`src/rtl/olist_pkg.sv`:
```
`default_nettype none
package olist_pkg;
   localparam int DefaultListDepth = 256;
   localparam int ValueWidth = 32;
   localparam int PosWidth = 8;
   localparam int CountWidth = 9;

   typedef enum logic [1:0] {
      MODE_INS_FRONT = 2'd0,
      MODE_INS_BACK  = 2'd1,
      MODE_DELETE    = 2'd2,
      MODE_SEARCH    = 2'd3
   } mode_type;

   typedef enum logic [1:0] {
      STATUS_DONE     = 2'd0,
      STATUS_FULL     = 2'd1,
      STATUS_NO_POS   = 2'd2
   } status_type;

   // controller to datapath
   typedef struct packed {
      logic load;      // capture request, start at front
      logic rd;        // read current slot
      logic step;      // advance along forward link
      logic ins;       // perform insert
      logic del;       // perform delete of current slot
      logic init_step; // free stack init write
   } cmd_type;

   // datapath to controller
   typedef struct packed {
      logic full;
      logic pos_bad;
      logic at_pos;    // walk index reached delete position
      logic match;     // current slot value equals key
      logic walk_end;  // walk index reached length
      logic init_done;
   } sts_type;
endpackage
`default_nettype wire

```
`src/rtl/olist_ctrl.sv`:
```
`default_nettype none
module olist_ctrl (
   input  wire logic clock,
   input  wire logic reset,
   input  wire logic req_valid,
   output logic req_stall,
   input  wire logic [1:0] req_mode,
   output logic rsp_valid,
   input  wire logic rsp_stall,
   output logic [1:0] rsp_status,
   output logic rsp_found,
   output logic [7:0] rsp_found_position,
   output logic [8:0] rsp_element_count,
   output olist_pkg::cmd_type cmd,
   input  wire olist_pkg::sts_type sts,
   input  wire logic [7:0] walk_pos,
   input  wire logic [8:0] count_in
);
   import olist_pkg::*;
   typedef enum logic [2:0] {
      S_INIT, S_IDLE, S_DISPATCH, S_READ, S_CHECK, S_FINISH, S_RESP
   } state_type;

   state_type state_ff;
   logic [1:0] mode_ff, status_ff;
   logic found_ff;
   logic [7:0] fpos_ff;

   always_comb begin
      cmd = '0;
      unique case (state_ff)
         S_INIT:     cmd.init_step = !sts.init_done;
         S_IDLE:     cmd.load = req_valid;
         S_DISPATCH: cmd.rd = 1'b1;
         S_READ:     cmd.rd = 1'b1;
         S_CHECK:    cmd.step = !((mode_ff == MODE_DELETE) ? sts.at_pos
                                   : (sts.walk_end || sts.match));
         default:    ;
      endcase
      if (state_ff == S_DISPATCH && (mode_ff == MODE_INS_FRONT || mode_ff == MODE_INS_BACK)
          && !sts.full) cmd.ins = 1'b1;
      if (state_ff == S_FINISH && mode_ff == MODE_DELETE && status_ff == STATUS_DONE)
         cmd.del = 1'b1;
   end

   assign req_stall = (state_ff != S_IDLE);
   assign rsp_valid = (state_ff == S_RESP);
   assign rsp_status = status_ff;
   assign rsp_found = found_ff;
   assign rsp_found_position = fpos_ff;
   assign rsp_element_count = count_in;

   always_ff @(posedge clock) begin
      if (reset) begin
         state_ff <= S_INIT;
         mode_ff <= '0;
         status_ff <= STATUS_DONE;
         found_ff <= 1'b0;
         fpos_ff <= '0;
      end else begin
         unique case (state_ff)
            S_INIT: if (sts.init_done) state_ff <= S_IDLE;
            S_IDLE: if (req_valid) begin
               mode_ff <= req_mode;
               status_ff <= STATUS_DONE;
               found_ff <= 1'b0;
               fpos_ff <= '0;
               state_ff <= S_DISPATCH;
            end
            S_DISPATCH: begin
               case (mode_ff)
                  MODE_INS_FRONT, MODE_INS_BACK: begin
                     if (sts.full) status_ff <= STATUS_FULL;
                     state_ff <= S_RESP;
                  end
                  MODE_DELETE: if (sts.pos_bad) begin
                     status_ff <= STATUS_NO_POS;
                     state_ff <= S_RESP;
                  end else state_ff <= S_READ;
                  default: state_ff <= S_READ;
               endcase
            end
            S_READ: state_ff <= S_CHECK;
            S_CHECK: begin
               if (mode_ff == MODE_DELETE) begin
                  if (sts.at_pos) state_ff <= S_FINISH;
                  else state_ff <= S_DISPATCH;
               end else if (sts.walk_end) state_ff <= S_RESP;
               else if (sts.match) begin
                  found_ff <= 1'b1;
                  fpos_ff <= walk_pos;
                  state_ff <= S_RESP;
               end else state_ff <= S_DISPATCH;
            end
            S_FINISH: state_ff <= S_RESP;
            S_RESP: if (!rsp_stall) state_ff <= S_IDLE;
            default: state_ff <= S_IDLE;
         endcase
      end
   end

   assert property (@(posedge clock) disable iff (reset)
      rsp_valid && rsp_stall |=> rsp_valid && $stable(rsp_status))
      else $error("held beat changed");
   assert property (@(posedge clock) disable iff (reset)
      !(cmd.ins && cmd.del)) else $error("insert and delete together");
   assert property (@(posedge clock) disable iff (reset)
      rsp_valid && rsp_found |-> mode_ff == MODE_SEARCH)
      else $error("found outside search");
endmodule
`default_nettype wire

```
`config.mk`:
```
export PLATFORM = sky130hd
export DESIGN_NAME = olist_ctrl
export DESIGN_NICKNAME = d
export VERILOG_FILES = /design/src/rtl/olist_pkg.sv /design/src/rtl/olist_ctrl.sv
export SDC_FILE = /design/constraint.sdc
export NUM_CORES = 1
export LEC_CHECK = 0
export BUFFER_PORTS_ARGS = -buffer_cell sky130_fd_sc_hd__buf_2
export CAP_MARGIN = 20
export CORE_ASPECT_RATIO = 1.75
export CORE_MARGIN = 2
export CORE_UTILIZATION = 30
export DETAILED_ROUTE_END_ITERATION = 10
export SLEW_MARGIN = 20
export SYNTH_ARGS = -nofsm -noshare
export SYNTH_HDL_FRONTEND = slang
export SYNTH_SLANG_ARGS = --single-unit
```
`constraint.sdc`:
```
create_clock -name clock -period 1.69 [get_ports clock]
set_input_delay 0.0845 -clock clock [delete_from_list [all_inputs] [get_ports clock]]
set_output_delay 0.0845 -clock clock [all_outputs]
set_load 0.03 [all_outputs]
```
==> results of run 1 <==
Yosys cell counts, drive strengths merged (2+ instances only):
master	count	area, um2
dfxtp	16	320
nand2	16	60.1
buf	14	100
a21oi	11	55.1
nand3	10	50.1
nor2	7	26.3
nand2b	5	31.3
nor3	5	25.0
clkbuf	3	12.5
inv	3	11.3
mux2i	3	30.0
o21ai	3	18.8
and2b	2	17.5
nor2b	2	20.0
nor4	2	12.5
registers in the layout, indices dropped and copies added (netlist names):
signal and count:
mode_ff 2, rsp_found 1, rsp_found_position 8, rsp_status 2, state_ff 3
critical path, delay by kind of cell (launching register included):
kind / cells / cell delay, ns
buffers and inverters: 2 / 0.37
flip-flops: 1 / 0.40
AND/OR/NAND/NOR: 2 / 0.51
cells by family after synthesis:
kind of cell,count (synthesis)
simple gates,54
compound gates,24
buf+inv,20
flops,16
mux,3
metrics by stage:
step | std cells | util [%] | hold slack, ns | instance area (um2)
finish | 175 | 39.0 | 0.0728 | 1140
global route | 175 | 39.0 | 0.0794 | 1140
CTS | 175 | 38.7 | 0.0690 | 1130
detailed placement | 171 | 36.7 | 0.169 | 1070
global placement | 171 | 36.7 | 0.169 | 1070
floorplan | 117 | - | 0.220 | 925
repair_timing:
item	CTS	global route
resized for setup	2	3
hold buffers	0	0
endpoints found under the setup margin	2	2
layout make-up:
type	count	area, um2	share of cell area [%]
Clock buffer	4	55.1	4.82
Inverter	3	11.3	0.986
Multi-Input combinational cell	81	485	42.5
Sequential cell	16	325	28.5
Tap cell	28	35.0	3.07
Timing Repair Buffer	43	230	20.2
path summary, 6_finish.rpt:
check | start | end | slack (ns)
worst max-delay path | state_ff[1] | cmd[5] | 0.07
worst min-delay path | walk_pos[3] | rsp_found_position[3] | 0.07
worst max register to register | state_ff[1] | rsp_status[1] | 0.20
worst min register to register | rsp_found_position[3] | rsp_found_position[3] | 0.47
where the power goes:
| group | switching [mW] | internal [mW] | total [mW] |
|---|---|---|---|
| sequential | 0.119 | 0.443 | 0.562 |
| combinational | 0.441 | 0.321 | 0.762 |
| clock | 0.132 | 0.206 | 0.338 |
layer usage:
layer  routed length, um  GRT usage [%]
met1                1020           17.6
met2                1120           22.1
met3                 154           3.49
met4                  38           3.71
met5                   0              0
==> results_dict.tcl, run 1 <==
set metrics [dict create \
    htree_levels 1 \
    critical_path_class "reg2out" \
    synth.avg_cell_area_um2 7.90 \
    die-area_um2 3560 \
    first_iter_violations 31 \
    p_leak_nw 0.499 \
    critPathMaxStageDelay_ns 0.40 \
    final_common_cell "buf_2" \
    setup_viol_count_final 0 \
    route.detailed.drc 0 \
    antenna_found_initial 0 \
    fin_crit_ns 1.62 \
    path_cells "nor2_1 -> nand3_2 -> inv_1 -> buf_2" \
    worst_pin_slew_ns 0.365 \
    maxSlewViolCount 0 \
    fin_ws_ns 0.0734 \
    cts_buffer_depth 2 \
    synth_cell_types 37 \
    ant_nets 0 \
    dr_total_vias 920 \
    cp_max_fo 9 \
    die_h_um 77.4 \
    worstPathArrival_ns 1.53 \
    place.gp.congestion 0.854 \
    drv_cap 0 \
    reg2reg_depth 4 \
    ios 57 \
    cts_tree "yes" \
    synth_fa_ha_area_share_pct 0 \
    synth_seq_cells 16 \
    ys.flop_type "dfxtp_1" \
    drive_gt1_share_pct 37.4 \
    grt_max_degree 18 \
    routed_wirelength_mm 2.34 \
    cts.reportedPaths.clkPinSlew_ns 0.06 \
    finalHoldViolCount 0 \
    fin_tns_setup_ns 0 \
    yosys.area_share.simple_pct 31.1 \
    grt_pass1_wl_mm 3.89 \
    vdd_drop_max_uv 612 \
    cts_setup_buffers 0 \
    synth-edff-count 0 \
    n_antenna_cell 0 \
    fin_skew_ns 0.00183 \
    crit_path_top_delay_cell "dfxtp_1" \
    synthesis.instances 117 \
    dp_slack_ns 0.127 \
    floorplan.rows 26 \
    worstSetupStartpointType "flip-flop" \
    layout_common_cells "37 x buf_2, 16 x nand2_1, 14 x dfxtp_1" \
    syn_area_um2 925 \
    n_fill_cell 330 \
    max_freq_ghz 0.619 \
    nets 177 \
    cts_root_buf "clkbuf_8" \
    status "finished, final reports clean" \
    crit_required_ns 1.61 \
    clkSinkCount 16 \
    syn-num-nets 146 \
    period_share_pct 95.7 \
    hold_path.class "in2reg" \
    synth_compound_area_share_pct 17.6 \
    worstHoldPathCells 3 \
    insertion_delay_ns 0.25 \
    synthArstFlopShare_pct 0 \
    core_um2 2930 \
    endpoint_kind "primary output" \
    synth_top_family_by_area "simple AND/OR/NAND/NOR gates" \
    yosys_warnings 0 \
    first_global_vias 951 \
    area_growth_pct 23.5 \
    seq_area_frac_synth_pct 34.6 \
    power.total_mw 1.66 \
    post_drt_wl_per_cell_um 13.3 \
    gr-total-overflow 0 \
    muxShareOfSynthArea_pct 3.25 \
    drtPass1Iterations 4 \
    numCtsBuffers 3 \
    dpl.hpwl_mm 1.81 \
    numPortBuffers 38 \
    via_per_inst 5.26 \
    die_w_um 46.0 \
    slew_headroom_pct 75.7 \
    cellPowerDensity_nw_per_um2 1460 \
    grt_usage_pct 13.8 \
    initial_utilization_pct 31.6 \
    synth_xor_xnor_area_share_pct 0 \
]
Power figures use the tool's default switching activity.
==> run 2: changes to the inputs <==
--- a/config.mk
+++ b/config.mk
@@ -8,8 +8,9 @@
 export BUFFER_PORTS_ARGS = -buffer_cell sky130_fd_sc_hd__buf_2
 export CAP_MARGIN = 20
 export CORE_ASPECT_RATIO = 1.75
-export CORE_MARGIN = 2
 export CORE_UTILIZATION = 30
+export CTS_CLUSTER_DIAMETER = 50
+export CTS_CLUSTER_SIZE = 24
 export DETAILED_ROUTE_END_ITERATION = 10
 export SLEW_MARGIN = 20
 export SYNTH_ARGS = -nofsm -noshare
==> run 2 against run 1 <==
The run now ends with DRC left. Cell area up 0.44%. Flip-flop and latch count did not move. Via count grew 2.6%. Core utilization increased by 0.17 points. Sequential power decreased by 2%. Sequential share of layout area shrank 0.34 points. Worst hold slack got worse by 0.0013 ns. First-iteration DRC count down 35%. Non-clock buffer count grew 2. Global-route usage up 1.5 points. Worst setup slack improved by 0.063 ns. Largest cell class unchanged.
==> results_dict.tcl, run 2 (synthesis gave the netlist of run 1 again) <==
set metrics [dict create \
    crit_path_top_delay_cell "dfxtp_1" \
    drv_cap 0 \
    grt_pass1_wl_mm 3.92 \
    route.detailed.drc 2 \
    first_global_vias 899 \
    fin_tns_setup_ns 0 \
    slew_headroom_pct 78.5 \
    drtPass1Iterations 10 \
    htree_levels 1 \
    numCtsBuffers 3 \
    cellPowerDensity_nw_per_um2 1470 \
    numPortBuffers 38 \
    max_freq_ghz 0.644 \
    n_antenna_cell 0 \
    via_per_inst 5.33 \
    nets 179 \
    crit_family "buffers and inverters" \
    critPathMaxStageDelay_ns 0.40 \
    area_growth_pct 24.1 \
    dpl.hpwl_mm 1.80 \
    antenna_found_initial 0 \
    dr_total_vias 944 \
    fin_crit_ns 1.55 \
    r2r_end "rsp_status[0]" \
    seqCellArea_um2 323 \
    hold_path.class "in2reg" \
    fin_ws_ns 0.136 \
    insertion_delay_ns 0.24 \
    status "complete, but fails checks" \
    cp_max_fo 9 \
    hp-start "walk_pos[5]" \
    failed_checks "DRC" \
    worstSetupStartpointType "flip-flop" \
    gr-total-overflow 0 \
    floorplan.rows 26 \
    reg2reg_depth 4 \
    holdPathEnd "rsp_found_position[5]" \
    initial_utilization_pct 31.6 \
    critical_path_class "reg2out" \
    grt_usage_pct 15.2 \
    r2r-start "state_ff[1]" \
    crit_required_ns 1.61 \
    path_buf_inv 2 \
    final_common_cell "buf_2" \
    vdd_drop_max_uv 786 \
    worst_pin_slew_ns 0.322 \
    multi_input_comb_area_um2 480 \
    dp_slack_ns 0.172 \
    n_fill_cell 310 \
    finalHoldViolCount 0 \
    die_h_um 75.4 \
    layout_common_cells "38 x buf_2, 16 x nand2_1, 14 x dfxtp_1" \
    core_um2 2930 \
    post_drt_wl_per_cell_um 13.1 \
    largest_register_ffs 8 \
    fin_skew_ns 0.00262 \
    rsz0062_at_grt "false" \
    cts_tree "yes" \
    first_iter_violations 20 \
    ios 57 \
    drive_gt1_share_pct 37.6 \
    cts_root_buf "clkbuf_8" \
    setup_viol_count_final 0 \
    ant_nets 0 \
    maxSlewViolCount 0 \
    routed_wirelength_mm 2.31 \
    p_leak_nw 0.507 \
    clkSinkCount 16 \
    worstHoldPathCells 3 \
    worstPathArrival_ns 1.47 \
    place.gp.congestion 0.840 \
    grt_max_degree 18 \
    cts_buffer_depth 2 \
    period_share_pct 91.9 \
    die-area_um2 3320 \
    endpoint_kind "primary output" \
    cts.reportedPaths.clkPinSlew_ns 0.06 \
    rrSetupSlack_ns 0.18 \
    die_w_um 44.0 \
    path_cells "nor2_1 -> nand3_1 -> inv_1 -> buf_2" \
]
[run 2: changes by cell type in the layout (fill, tap and decap cells not counted), sizes merged]
cell	previous run	this run
buf	43	45
[run 2: power breakdown]
group / switching, mW / total, mW / leakage [nW] / internal [mW]
Clock: 0.126 / 0.332 / 0.0288 / 0.206
Sequential: 0.112 / 0.550 / 0.130 / 0.438
Combinational: 0.450 / 0.804 / 0.348 / 0.354
[run 2: worst max path at each step]
stage,from,end,slack [ns],cells after the start
after global routing,state_ff[1],cmd[2],0.01,4
final,state_ff[1],cmd[5],0.14,4
after global placement,state_ff[0],rsp_status[1],0.20,4
after floorplan,state_ff[2],cmd[1],0.03,4
after CTS,state_ff[2],cmd[1],0.02,4
after detailed placement,state_ff[2],rsp_found_position[7],0.17,4
[run 2: cell type report]
| type | instances | area share, % |
|---|---|---|
| Clock buffer | 4 | 4.80 |
| Inverter | 3 | 0.981 |
| Multi-Input combinational cell | 81 | 41.9 |
| Sequential cell | 16 | 28.1 |
| Tap cell | 28 | 3.05 |
| Timing Repair Buffer | 45 | 21.2 |
[run 2: layer usage]
layer / track usage [%] / wire length, um / vias to the layer above
li1: - / - / 466
met1: 18.1 / 1020 / 434
met2: 28.0 / 1170 / 44
met3: 1.90 / 126 / 0
met4: 4.38 / 0 / 0
met5: 0 / 0 / -
[run 2: per-stage QoR]
stage	total power, mW	instance area [um2]	instances	hold WS [ns]	util [%]
floorplan	1.16	925	117	0.220	-
CTS	1.69	1140	177	0.0691	39.1
global route	1.82	1150	177	0.0766	39.2
global placement	1.35	1090	173	0.169	37.2
finish	1.69	1150	177	0.0715	39.2
detailed placement	1.35	1090	173	0.169	37.2
[run 2: what timing repair did]
item | in CTS | in global routing
hold buffers | 0 | 0
resized for setup | 0 | 2
endpoints found under the setup margin | 0 | 4
setup buffers | 0 | 0
hold endpoints to repair | 0 | 0
[run 2: worst min-delay path, cell delays in order]
cell and delay, ns:
buf_2 0.09, nand2_1 0.04, a21oi_1 0.05
